`config.mk`:
```
export PLATFORM = sky130hd
export DESIGN_NAME = min_heap_sort_engine
export DESIGN_NICKNAME = d
export VERILOG_FILES = /design/src/hdl/mhs_pkg.sv /design/src/hdl/mhs_ram.sv /design/src/hdl/min_heap_sort_engine.sv
export VERILOG_INCLUDE_DIRS = /design/src /design/src/hdl
export SDC_FILE = /design/constraint.sdc
export NUM_CORES = 2
export LEC_CHECK = 0
export BUFFER_PORTS_ARGS = -buffer_cell sky130_fd_sc_hd__buf_2
export CAP_MARGIN = 10
export CORE_MARGIN = 2
export CORE_UTILIZATION = 45
export DETAILED_ROUTE_END_ITERATION = 10
export PLACE_DENSITY = 0.62
export SLEW_MARGIN = 10
export SYNTH_ARGS = -nofsm -noshare
export SYNTH_HDL_FRONTEND = slang
export SYNTH_SLANG_ARGS = --single-unit
```
`constraint.sdc`:
```
create_clock -name clock -period 6.95 [get_ports clock]
set_input_delay 0.695 -clock clock [delete_from_list [all_inputs] [get_ports clock]]
set_output_delay 0.695 -clock clock [all_outputs]
set_load 0.01 [all_outputs]
```
`src/hdl/assert_macros.svh`:
```
// Assertion macros used by the heap engine top level.
`ifndef ASSERT_MACROS_SVH
`define ASSERT_MACROS_SVH

// Clocked property check, switched off while reset is high.
`define ASSERT_CLK(lbl, prop, msg) \
   lbl: assert property (@(posedge clock) disable iff (reset) (prop)) \
      else $error(msg);

// Condition that must never be seen while out of reset.
`define ASSERT_NEVER(lbl, cond, msg) \
   lbl: assert property (@(posedge clock) disable iff (reset) !(cond)) \
      else $error(msg);

`endif

```
`src/hdl/mhs_pkg.sv`:
```
// Shared types, widths and codes of the min-heap sort engine.
package mhs_pkg;

   // Field widths
   localparam int DATA_W = 32;
   localparam int CMD_W  = 3;
   localparam int IDX_W  = 6;
   localparam int CNT_W  = 7;
   localparam int ST_W   = 2;

   // Default number of heap entries
   localparam int CAPACITY_DEF = 32;

   // Value returned when the heap holds nothing
   localparam logic signed [DATA_W-1:0] EMPTY_VALUE = 32'sh7FFF_FFFF;

   // Command codes
   localparam logic [CMD_W-1:0] CMD_APPEND   = 3'd0;
   localparam logic [CMD_W-1:0] CMD_BUILD    = 3'd1;
   localparam logic [CMD_W-1:0] CMD_EXTRACT  = 3'd2;
   localparam logic [CMD_W-1:0] CMD_DECREASE = 3'd3;
   localparam logic [CMD_W-1:0] CMD_DRAIN    = 3'd4;

   // Status codes
   localparam logic [ST_W-1:0] ST_OK       = 2'd0;
   localparam logic [ST_W-1:0] ST_OVERFLOW = 2'd1;
   localparam logic [ST_W-1:0] ST_EMPTY    = 2'd2;
   localparam logic [ST_W-1:0] ST_RANGE    = 2'd3;

   // Sequencer states
   typedef enum logic [3:0] {
      S_IDLE,
      S_BLD_NEXT,
      S_LOAD,
      S_EX_RD0,
      S_EX_RDL,
      S_EX_LOAD,
      S_SD_CHK,
      S_SD_RDR,
      S_SD_CMPR,
      S_SD_CMPC,
      S_SU_CHK,
      S_SU_CMP,
      S_RESP
   } state_type;

   // What the current command does once a sift has finished
   typedef enum logic [1:0] {
      MODE_SINGLE,
      MODE_BUILD,
      MODE_DRAIN
   } mode_type;

endpackage

```
`src/hdl/mhs_ram.sv`:
```
// Generic single-write, single-read RAM with registered read data.
module mhs_ram #(
   parameter int WIDTH = 32,
   parameter int DEPTH = 32
) (
   input  logic                     clock,
   input  logic                     wr_en,
   input  logic [$clog2(DEPTH)-1:0] wr_addr,
   input  logic [WIDTH-1:0]         wr_data,
   input  logic [$clog2(DEPTH)-1:0] rd_addr,
   output logic [WIDTH-1:0]         rd_data
);

   logic [WIDTH-1:0] mem_ff [DEPTH];
   logic [WIDTH-1:0] rd_data_ff;

   // Write port and registered read port
   always_ff @(posedge clock) begin
      if (wr_en) begin
         mem_ff[wr_addr] <= wr_data;
      end
      rd_data_ff <= mem_ff[rd_addr];
   end

   assign rd_data = rd_data_ff;

endmodule

```
`src/hdl/min_heap_sort_engine.sv`:
```
// Top level of the min-heap sort engine: sequencer, shared comparator and heap store.
// Append, decrease-key errors and unknown commands go from idle to the response state, which
// passes their item on once the output register is free. Extract time follows the sift-down
// loop, which per level runs check, read and compare states on the single store read port
// and one comparator. Build runs that loop once per inner node; drain repeats extract once
// per entry. One command is worked on at a time; synchronous reset empties the heap at once.
`include "assert_macros.svh"

module min_heap_sort_engine #(
   parameter int CAPACITY = mhs_pkg::CAPACITY_DEF
) (
   input  logic                              clock,
   input  logic                              reset,
   input  logic                              req_valid,
   output logic                              req_ready,
   input  logic [mhs_pkg::CMD_W-1:0]         req_command,
   input  logic signed [mhs_pkg::DATA_W-1:0] req_value,
   input  logic [mhs_pkg::IDX_W-1:0]         req_index,
   output logic                              rsp_valid,
   input  logic                              rsp_ready,
   output logic signed [mhs_pkg::DATA_W-1:0] rsp_result_value,
   output logic [mhs_pkg::ST_W-1:0]          rsp_status,
   output logic                              rsp_last,
   output logic [mhs_pkg::CNT_W-1:0]         rsp_entry_count
);

   import mhs_pkg::*;

   localparam int AW = $clog2(CAPACITY);
   localparam int CW = CNT_W + 1;

   // Control state
   state_type state_ff, state_in;
   mode_type  mode_ff, mode_in;
   logic [CNT_W-1:0] occ_ff, occ_in;
   logic             rsp_valid_ff, rsp_valid_in;

   // Working registers of the sift loops
   logic [AW-1:0]            pos_ff, pos_in;
   logic [AW-1:0]            cand_idx_ff, cand_idx_in;
   logic [AW-1:0]            bld_ff, bld_in;
   logic signed [DATA_W-1:0] cur_ff, cur_in;
   logic signed [DATA_W-1:0] cand_ff, cand_in;
   logic signed [DATA_W-1:0] res_val_ff, res_val_in;
   logic [ST_W-1:0]          res_st_ff, res_st_in;

   // Output register
   logic signed [DATA_W-1:0] rsp_val_ff, rsp_val_in;
   logic [ST_W-1:0]          rsp_st_ff, rsp_st_in;
   logic                     rsp_last_ff, rsp_last_in;
   logic [CNT_W-1:0]         rsp_cnt_ff, rsp_cnt_in;

   // Store ports
   logic                     wr_en;
   logic [AW-1:0]            wr_addr;
   logic signed [DATA_W-1:0] wr_data;
   logic [AW-1:0]            rd_addr;
   logic signed [DATA_W-1:0] rd_data;

   // Shared comparator
   logic signed [DATA_W-1:0] cmp_a;
   logic signed [DATA_W-1:0] cmp_b;
   logic                     cmp_lt;

   // Tree arithmetic around the current position
   logic [CW-1:0]    l_w;
   logic [CW-1:0]    r_w;
   logic [CW-1:0]    n_w;
   logic             l_ok;
   logic             r_ok;
   logic [AW-1:0]    l_addr;
   logic [AW-1:0]    r_addr;
   logic [AW-1:0]    parent;
   logic [CNT_W-1:0] occ_dec;
   state_type        sift_done;

   mhs_ram #(
      .WIDTH (DATA_W),
      .DEPTH (CAPACITY)
   ) u_store (
      .clock   (clock),
      .wr_en   (wr_en),
      .wr_addr (wr_addr),
      .wr_data (wr_data),
      .rd_addr (rd_addr),
      .rd_data (rd_data)
   );

   assign cmp_lt = cmp_a < cmp_b;

   // Children, parent and the last occupied slot of the current position
   assign l_w       = CW'({pos_ff, 1'b1});
   assign r_w       = l_w + CW'(1);
   assign n_w       = CW'(occ_ff);
   assign l_ok      = l_w < n_w;
   assign r_ok      = r_w < n_w;
   assign l_addr    = l_w[AW-1:0];
   assign r_addr    = r_w[AW-1:0];
   assign parent    = (pos_ff - AW'(1)) >> 1;
   assign occ_dec   = occ_ff - CNT_W'(1);
   assign sift_done = (mode_ff == MODE_BUILD) ? S_BLD_NEXT : S_RESP;

   assign req_ready        = (state_ff == S_IDLE);
   assign rsp_valid        = rsp_valid_ff;
   assign rsp_result_value = rsp_val_ff;
   assign rsp_status       = rsp_st_ff;
   assign rsp_last         = rsp_last_ff;
   assign rsp_entry_count  = rsp_cnt_ff;

   // Control registers
   always_ff @(posedge clock) begin
      if (reset) begin
         state_ff     <= S_IDLE;
         mode_ff      <= MODE_SINGLE;
         occ_ff       <= '0;
         rsp_valid_ff <= 1'b0;
      end else begin
         state_ff     <= state_in;
         mode_ff      <= mode_in;
         occ_ff       <= occ_in;
         rsp_valid_ff <= rsp_valid_in;
      end
   end

   // Payload registers
   always_ff @(posedge clock) begin
      pos_ff      <= pos_in;
      cand_idx_ff <= cand_idx_in;
      bld_ff      <= bld_in;
      cur_ff      <= cur_in;
      cand_ff     <= cand_in;
      res_val_ff  <= res_val_in;
      res_st_ff   <= res_st_in;
      rsp_val_ff  <= rsp_val_in;
      rsp_st_ff   <= rsp_st_in;
      rsp_last_ff <= rsp_last_in;
      rsp_cnt_ff  <= rsp_cnt_in;
   end

   // Sequencer: next state, store accesses and comparator operands
   always_comb begin
      state_in     = state_ff;
      mode_in      = mode_ff;
      occ_in       = occ_ff;
      pos_in       = pos_ff;
      cand_idx_in  = cand_idx_ff;
      bld_in       = bld_ff;
      cur_in       = cur_ff;
      cand_in      = cand_ff;
      res_val_in   = res_val_ff;
      res_st_in    = res_st_ff;
      rsp_valid_in = rsp_valid_ff && !rsp_ready;
      rsp_val_in   = rsp_val_ff;
      rsp_st_in    = rsp_st_ff;
      rsp_last_in  = rsp_last_ff;
      rsp_cnt_in   = rsp_cnt_ff;
      wr_en        = 1'b0;
      wr_addr      = pos_ff;
      wr_data      = cur_ff;
      rd_addr      = '0;
      cmp_a        = cur_ff;
      cmp_b        = rd_data;

      case (state_ff)
         S_IDLE: begin
            if (req_valid) begin
               mode_in    = MODE_SINGLE;
               res_val_in = '0;
               res_st_in  = ST_OK;
               state_in   = S_RESP;
               case (req_command)
                  CMD_APPEND: begin
                     if (occ_ff >= CNT_W'(CAPACITY)) begin
                        res_st_in = ST_OVERFLOW;
                     end else begin
                        wr_en   = 1'b1;
                        wr_addr = occ_ff[AW-1:0];
                        wr_data = req_value;
                        occ_in  = occ_ff + CNT_W'(1);
                     end
                  end
                  CMD_BUILD: begin
                     mode_in  = MODE_BUILD;
                     bld_in   = occ_ff[AW:1];
                     state_in = S_BLD_NEXT;
                  end
                  CMD_EXTRACT: begin
                     if (occ_ff == '0) begin
                        res_val_in = EMPTY_VALUE;
                        res_st_in  = ST_EMPTY;
                     end else begin
                        state_in = S_EX_RD0;
                     end
                  end
                  CMD_DECREASE: begin
                     if (CNT_W'(req_index) >= occ_ff) begin
                        res_st_in = ST_RANGE;
                     end else begin
                        pos_in   = req_index[AW-1:0];
                        cur_in   = req_value;
                        state_in = S_SU_CHK;
                     end
                  end
                  CMD_DRAIN: begin
                     if (occ_ff == '0) begin
                        res_val_in = EMPTY_VALUE;
                        res_st_in  = ST_EMPTY;
                     end else begin
                        mode_in  = MODE_DRAIN;
                        state_in = S_EX_RD0;
                     end
                  end
                  default: begin
                     state_in = S_RESP;
                  end
               endcase
            end
         end

         // Bottom-up build: fetch the next inner node and sift it down
         S_BLD_NEXT: begin
            if (bld_ff == '0) begin
               state_in = S_RESP;
            end else begin
               bld_in   = bld_ff - AW'(1);
               rd_addr  = bld_ff - AW'(1);
               state_in = S_LOAD;
            end
         end
         S_LOAD: begin
            cur_in   = rd_data;
            pos_in   = bld_ff;
            state_in = S_SD_CHK;
         end

         // Extraction: take the root, move the last entry up and sift it down
         S_EX_RD0: begin
            rd_addr  = '0;
            state_in = S_EX_RDL;
         end
         S_EX_RDL: begin
            res_val_in = rd_data;
            res_st_in  = ST_OK;
            rd_addr    = occ_dec[AW-1:0];
            occ_in     = occ_dec;
            pos_in     = '0;
            state_in   = S_EX_LOAD;
         end
         S_EX_LOAD: begin
            cur_in   = rd_data;
            state_in = S_SD_CHK;
         end

         // Sift-down: read the children, pick the smaller, compare with the moving value
         S_SD_CHK: begin
            if (!l_ok) begin
               wr_en    = 1'b1;
               state_in = sift_done;
            end else begin
               rd_addr  = l_addr;
               state_in = S_SD_RDR;
            end
         end
         S_SD_RDR: begin
            cand_in     = rd_data;
            cand_idx_in = l_addr;
            if (r_ok) begin
               rd_addr  = r_addr;
               state_in = S_SD_CMPR;
            end else begin
               state_in = S_SD_CMPC;
            end
         end
         S_SD_CMPR: begin
            cmp_a = rd_data;
            cmp_b = cand_ff;
            if (cmp_lt) begin
               cand_in     = rd_data;
               cand_idx_in = r_addr;
            end
            state_in = S_SD_CMPC;
         end
         S_SD_CMPC: begin
            cmp_a = cand_ff;
            cmp_b = cur_ff;
            wr_en = 1'b1;
            if (cmp_lt) begin
               wr_data  = cand_ff;
               pos_in   = cand_idx_ff;
               state_in = S_SD_CHK;
            end else begin
               state_in = sift_done;
            end
         end

         // Sift-up for decrease-key: pull larger parents down one level at a time
         S_SU_CHK: begin
            if (pos_ff == '0) begin
               wr_en    = 1'b1;
               state_in = S_RESP;
            end else begin
               rd_addr  = parent;
               state_in = S_SU_CMP;
            end
         end
         S_SU_CMP: begin
            cmp_a = cur_ff;
            cmp_b = rd_data;
            wr_en = 1'b1;
            if (cmp_lt) begin
               wr_data  = rd_data;
               pos_in   = parent;
               state_in = S_SU_CHK;
            end else begin
               state_in = S_RESP;
            end
         end

         // Hand the item to the output register once it is free
         S_RESP: begin
            if (!rsp_valid_ff || rsp_ready) begin
               rsp_valid_in = 1'b1;
               rsp_val_in   = res_val_ff;
               rsp_st_in    = res_st_ff;
               rsp_cnt_in   = occ_ff;
               rsp_last_in  = (mode_ff != MODE_DRAIN) || (occ_ff == '0);
               if ((mode_ff == MODE_DRAIN) && (occ_ff != '0)) begin
                  state_in = S_EX_RD0;
               end else begin
                  state_in = S_IDLE;
               end
            end
         end

         default: begin
            state_in = S_IDLE;
         end
      endcase
   end

   // The heap never holds more entries than the store has slots.
   `ASSERT_NEVER(a_occ_cap, occ_ff > CNT_W'(CAPACITY), "occupancy above capacity")

   // Every store write lands at or below the current fill level.
   `ASSERT_CLK(a_wr_range,
      wr_en |-> (CNT_W'(wr_addr) <= occ_ff),
      "store write beyond fill level")

   // Occupancy moves by at most one entry per cycle.
   `ASSERT_CLK(a_occ_step,
      (!$past(reset) && (occ_ff != $past(occ_ff))) |->
         ((occ_ff == $past(occ_ff) + CNT_W'(1)) || (occ_ff == $past(occ_ff) - CNT_W'(1))),
      "occupancy jumped")

   // An empty report carries the largest value and a zero count.
   `ASSERT_CLK(a_empty_rsp,
      (rsp_valid && (rsp_status == ST_EMPTY)) |->
         ((rsp_result_value == EMPTY_VALUE) && (rsp_entry_count == '0)),
      "bad empty report")

endmodule
```
# After elaboration in Yosys (flattened, before gate mapping)
# Memory sizes are Yosys's and may differ from the RTL's. A register that Yosys moved wholly into a read port is not among the register bits.
# Index checks and enable logic that the tools add are counted.
[totals]
n_memories = 1
ramBits = 1024
inputBits = 45
wordCells = 160
regBits = 169
out_inout_bits = 44
[mem_list]
columns = ["memory", "depth", "width", "read_ports", "rd_clocked_by_memory_dff", "wr", "line_no", "rtl"]
rows = [
  ["u_store.mem_ff", 32, 32, 1, 1, 1, "mhs_ram.sv:14", "logic [WIDTH-1:0] mem_ff [DEPTH];"],
]
[classes]
magnitude_cmp = 5
mux = 75
n_reduce_logical = 29
addsub = 5
eq_ne = 30
[ops]
columns = ["cell", "n"]
rows = [
  ["$mux W32", 10],
  ["$pmux W32 S2", 5],
  ["$pmux W32 S3", 1],
  ["$mux W5", 16],
  ["$mux W31", 2],
  ["$pmux W5 S5", 2],
  ["$pmux W4 S12", 1],
  ["$lt A32 B32 Y1", 1],
  ["$mux W4", 8],
  ["$mux W7", 3],
  ["$eq A4 B4 Y1 const B", 5],
  ["$pmux W5 S2", 2],
  ["$ne A2 B2 Y1 const B", 9],
  ["$eq A4 B3 Y1 const B", 4],
  ["$pmux W7 S2", 1],
  ["$pmux W4 S3", 1],
  ["$reduce_and A4 Y1", 3],
  ["$mux W1", 11],
  ["$logic_not A5 Y1", 2],
  ["$mux W2", 5],
  ["$reduce_and A2 Y1", 5],
  ["$sub A5 B1 Y5 const B", 2],
  ["$mux W3", 3],
  ["$eq A4 B2 Y1 const B", 2],
  ["28 further kinds", 40],
]

# Depth between registers and ports, before layout
[depth]
depth_word = 7
ltp_mapped = 18

# Hierarchy
# A second synthesis with hierarchy kept.
[unflattened]
hier_cells = 3249
area_unflattened_um2 = 51047.7
[by_module_without_submodules]
columns = ["mod", "area_per_inst_um2", "seq_area_each_um2", "n_inst", "cells_per_inst"]
rows = [
  ["mhs_ram", 40492.6, 31390.1, 1, 2260],
  ["min_heap_sort_engine", 10555.1, 4934.7, 1, 989],
]

# Least setup slack after synthesis
# No wires, ideal clock.
[synth_path]
path_type = "register to register"
start = "register state_ff[0]"
end = "register cand_ff[0], enable pin"
arrival_time_ps = 6245
path_stages_with_launch = 17
period_less_slack_ps = 6728
setup_ps = 483
slack_ps = 222
cell_sequence = "dfxtp_1 > buf_6 > clkbuf_1 > clkbuf_1 > buf_1 > mux2i_1 > a21oi_1 > ha_1 > a21o_1 > a221o_1 > a21oi_1 > o211ai_1 > a21oi_1 > o211ai_1 > clkbuf_1 > buf_1 > o21ai_0"
[synth_between]
elab_chain_len = 5
[synth_lines]
columns = ["item", "line_no", "rtl"]
rows = [
  ["from (decl)", "min_heap_sort_engine.sv:33", "state_type state_ff, state_in;"],
  ["from (signal assigned)", "min_heap_sort_engine.sv:118", "state_ff <= state_in;"],
  ["$eq A4 B4 Y1", "min_heap_sort_engine.sv:164", "case (state_ff)"],
  ["$pmux W32 S2", "min_heap_sort_engine.sv:164", ""],
  ["$lt A32 B32 Y1", "min_heap_sort_engine.sv:89", "assign cmp_lt = cmp_a < cmp_b;"],
  ["$ne A2 B2 Y1 (no line)", "-", ""],
  ["$reduce_and A2 Y1 (no line) (*)", "-", ""],
  ["to (signal assigned)", "min_heap_sort_engine.sv:131", "cand_ff <= cand_in;"],
  ["to (decl)", "min_heap_sort_engine.sv:43", "logic signed [DATA_W-1:0] cand_ff, cand_in;"],
]
# Every way passes the cells marked *; elsewhere a longest branch is shown, timed or not.
# A chain may end at the register's enable or synchronous reset.

# Worst setup path in the final report
[layout_path]
start = "register state_ff[3]"
end = "memory u_store.mem_ff[6][16], data pin"
[layout_between]
elab_chain_len = 5
[layout_lines]
columns = ["item", "line_no", "rtl"]
rows = [
  ["$eq A4 B4 Y1", "min_heap_sort_engine.sv:164", ""],
  ["$pmux W32 S2", "min_heap_sort_engine.sv:164", ""],
  ["$lt A32 B32 Y1", "min_heap_sort_engine.sv:89", ""],
  ["$mux W32 (on tied branches)", "min_heap_sort_engine.sv:310, min_heap_sort_engine.sv:287", ""],
  ["$pmux W32 S3 (*)", "min_heap_sort_engine.sv:164", ""],
  ["net u_store.wr_data[16]", "mhs_ram.sv:9", "input logic [WIDTH-1:0] wr_data,"],
  ["to (decl)", "mhs_ram.sv:14", ""],
]
# Mark *: on every way through the listed nets, which the timed path passes. The rest lies on a longest branch.

==> run_results.csv <==
group,metric,value,unit
die,std_cell_rows,124,
worst_setup_path,critical_path_arrival,6.13,ns
worst_setup_path,timing_worst_setup_path_type,"flop to flop",
power,total_power,25.88,mW
sta,maxSlewHeadroom,0.1308,
place,port_buffers,88,
cts,cts_num_sinks,1225,
final_layout,drive_above_1_share,0.1180,
die,fp.coreArea,0.1147,mm2
worst_hold_path,hold_path_startpoint,"req_value[22]",
sta,setup_total_negative_slack,0,ns
sta,hold_ws,0.2883,ns
power,powerDensity,443.0,mW/mm2
worst_setup_path,crit_path_cell_trace,"nor3b_2 > buf_12 > o21ai_0 > ha_1 > and3_1 > a221o_1 > a21oi_1 > a211oi_1 > a21oi_1 > o211ai_1 > o21a_1 > buf_4 > a221o_1",
die,dieArea,0.1188,mm2
global_routing,grt_pass1_wl,242800,um
cts,clock-root-buffer,"clkbuf_16",
final_layout,combined_area_of_the_multi_input_logic_cells,0.01484,mm2
detailed_routing,antenna_left,0,
sta,timing.final.setup_violations,0,
die,floorplan.die.height,344.7,um
worst_setup_path,worstReg2RegEnd,"u_store.mem_ff[6][16]",
sta,layout_min_cycle_time,5.761,ns
logic_synthesis,yosys_most_used_dff,"edfxtp_1",
worst_setup_path,worst_reg_to_reg_setup_slack,1.19,ns
cts,numCtsBuffers,119,
run_status,run_status,"completed",
logic_synthesis,ys_seq_elements,1225,
cts,post_cts.resized_instances,0,
power,max-vdd-ir-drop,0.3698,mV
place,routability_cong,0.8997,
cts,cts.path.max_buffers,3,
final_layout,regArea,0.03633,mm2
global_routing,antenna_found_initial,3,
logic_synthesis,postSynthCellCount,3842,
cts,cts_max_level,3,
final_layout,final_nets,3932,
sta,drv_slew,0,
detailed_routing,via_count,35954,
worst_setup_path,crit_family,"compound AO/OA/AOI/OAI gates",
worst_setup_path,cp_slowest_cell,"a221o_1",
global_routing,grt_usage,0.2843,
detailed_routing,post-route-drc-count,0,
sta,max_freq,173.6,MHz
logic_synthesis,avgSynthCellArea,13.60,um2
logic_synthesis,synth.net_count,3943,
place,dpl_cell_area,0.05460,mm2
sta,grt_setup_unrepaired,"no",
place,place.detailed.hpwl,92340,um
job,drv.max_cap_violation_count,0,
worst_hold_path,min_delay_path_depth,2,
logic_synthesis,ys_warn_count,0,
sta,final_hold_viol_count,0,
cts,postCtsSetupBuffers,0,
cts,cts_tree,"done",
global_routing,grt-ovfl-total,0,
worst_setup_path,timing.critical_path.to_type,"flop",
worst_setup_path,critPathBufInv,2,
sta,final_min_period_over_clock_period,0.8289,
power,leakagePower,19.34,nW
worst_setup_path,worst-endpoint-required,7.32,ns
cts,cts.clk_slew.worst_paths,0.07,ns
detailed_routing,routed_via_density,6.606,
logic_synthesis,synth.yosys.seq_area_share,0.6954,
worst_setup_path,timing.critical_path.from_type,"flop",
worst_setup_path,timing.critical_path.fanout_max,128,
die,top_level_ports,89,
final_layout,antenna-diode-count,0,
logic_synthesis,async_reset_ff_frac,0,
sta,worst_slew_pin_slew,1.301,ns
final_layout,fin_area,0.05842,mm2
final_layout,syn2layout_area_growth,11.85,%
detailed_routing,postRouteWirelength,172700,um
global_routing,first_global_vias,33021,
worst_hold_path,hold_critical_path_endpoint,"cur_ff[22]",
detailed_routing,detail_route.first_pass.iterations,7,
cts,clkLatencyLatePin,0.74,ns
die,die_width,344.7,um
logic_synthesis,synth-edff-count,1179,
worst_hold_path,hold_class,"primary input to flop",
worst_setup_path,max_stage_delay,0.91,ns
worst_setup_path,reg2reg_from,"state_ff[3]",
final_layout,fillerInstances,9601,
sta,finalClockSkew,0.02887,ns
cts,post_cts_hold_buffer_count,0,
detailed_routing,avgRoutedWirePerCell,31.73,um
global_routing,pin_count_of_the_biggest_net_entering_global_routing,145,
die,floorplan.initialDensity,0.4556,
detailed_routing,dr.first_iter.drc_count,5632,
worst_setup_path,worstRegToRegCells,13,
logic_synthesis,netlist_area,0.05223,mm2
logic_synthesis,netlist-cell-type-count,71,
[registers in the layout (all words and copies together) (netlist names)]
| name | flops |
|---|---|
| state_ff | 4 |
| res_val_ff | 32 |
| rsp_entry_count | 7 |
| occ_ff | 7 |
| rsp_result_value | 32 |
| res_st_ff | 2 |
| u_store.rd_data | 32 |
| mode_ff | 2 |
| rsp_valid | 1 |
| rsp_status | 2 |
| cand_idx_ff | 5 |
| pos_ff | 5 |
| bld_ff | 5 |
| cur_ff | 32 |
| rsp_last | 1 |
| u_store.mem_ff | 1024 |
| cand_ff | 32 |
[cells in the final DEF (no fill, tap or decap), drive strengths merged, types with 9 or more instances in the layout]
master and count:
a21oi 68, o2111ai 9, mux2 32, nand2 641
clkbuf 158, inv 25, nor3 18, and3 250
xnor2 14, nor2 144, nand3 42, a211o 10
a221oi 211, xor2 9, a221o 38, a211oi 19
a31oi 30, nor2b 9, edfxtp 1179, mux2i 84
a22oi 39, a311oi 220, buf 194, dfxtp 46
a2111oi 34, nand4 33, a21o 10, clkinv 39
nand2b 11, o21ai 155, ha 56, bufinv 13
o211ai 9
[through the flow]
stage | worst slack [ns] | util | std cells
2_1_floorplan | 0.2223 | - | 3842
3_3_place_gp | 1.556 | 0.4762 | 5222
3_5_place_dp | 1.453 | 0.4762 | 5222
4_1_cts | 1.428 | 0.5096 | 5443
5_1_grt | 0.9616 | 0.5096 | 5443
6_report | 1.189 | 0.5096 | 5443
[per-layer routing]
metal,GRT usage,vias up,routed length (um),part of all wire
met1,0.3928,18007,66820,0.39
met2,0.4418,2409,79070,0.46
met3,0.05607,353,19570,0.11
li1,-,15185,-,-
met5,0,-,0,0
met4,0.1178,0,7243,0.042
[cells by family after synthesis]
kind of cell    after synthesis  share of synthesized area
compound gates              888                     0.1315
xor+xnor                     23                   0.003857
fa+ha+maj                    56                    0.01341
buf+inv                     347                    0.02810
flops                      1225                     0.6954
mux                         116                    0.02300
simple gates               1187                     0.1047
[cells in the mapped netlist, drive strengths merged, types with 9 or more instances]
master / count / area, um2
a2111oi: 34 / 297.8
a211o: 10 / 87.58
a211oi: 19 / 142.6
a21o: 10 / 76.32
a21oi: 68 / 351.6
a221o: 38 / 380.4
a221oi: 211 / 1878
a22oi: 39 / 306.5
a311oi: 220 / 1927
a31oi: 30 / 187.7
and3: 250 / 1564
buf: 115 / 596.8
clkbuf: 211 / 792.0
dfxtp: 46 / 920.9
edfxtp: 1179 / 35400
ha: 56 / 700.7
inv: 21 / 78.83
mux2: 32 / 360.4
mux2i: 84 / 840.8
nand2: 641 / 2416
nand2b: 11 / 68.82
nand3: 42 / 210.2
nand4: 33 / 206.5
nor2: 144 / 540.5
nor2b: 9 / 56.30
nor3: 18 / 95.09
o2111ai: 9 / 78.83
o211ai: 9 / 67.56
o21ai: 155 / 775.7
xnor2: 14 / 122.6
xor2: 9 / 78.83
[worst max path at each step]
stage,from,to,slack (ns),cells past startpoint
CTS,state_ff[3],u_store.mem_ff[20][15],1.43,13
finish,state_ff[3],u_store.mem_ff[6][16],1.19,13
global placement,state_ff[3],u_store.mem_ff[23][7],1.56,13
global route,state_ff[3],u_store.mem_ff[23][9],0.96,13
detailed placement,state_ff[3],u_store.mem_ff[22][15],1.45,13
floorplan,state_ff[0],cand_ff[0],0.22,16
[report_power, final]
group / internal (mW) / switching (mW) / total [mW]
combinational: 2.82 / 6.58 / 9.40
sequential: 9.34 / 0.683 / 10.0
clock: 3.65 / 2.80 / 6.46
[layout make-up]
type | count | area share
flip-flops and latches | 1225 | 0.6218
multi-input cells | 2270 | 0.2540
clock buffers | 158 | 0.05382
well taps | 1512 | 0.03238
repair buffers | 194 | 0.02501
clock inverters | 63 | 0.01159
inverters | 21 | 0.001349
Power figures use the tool's default switching activity.
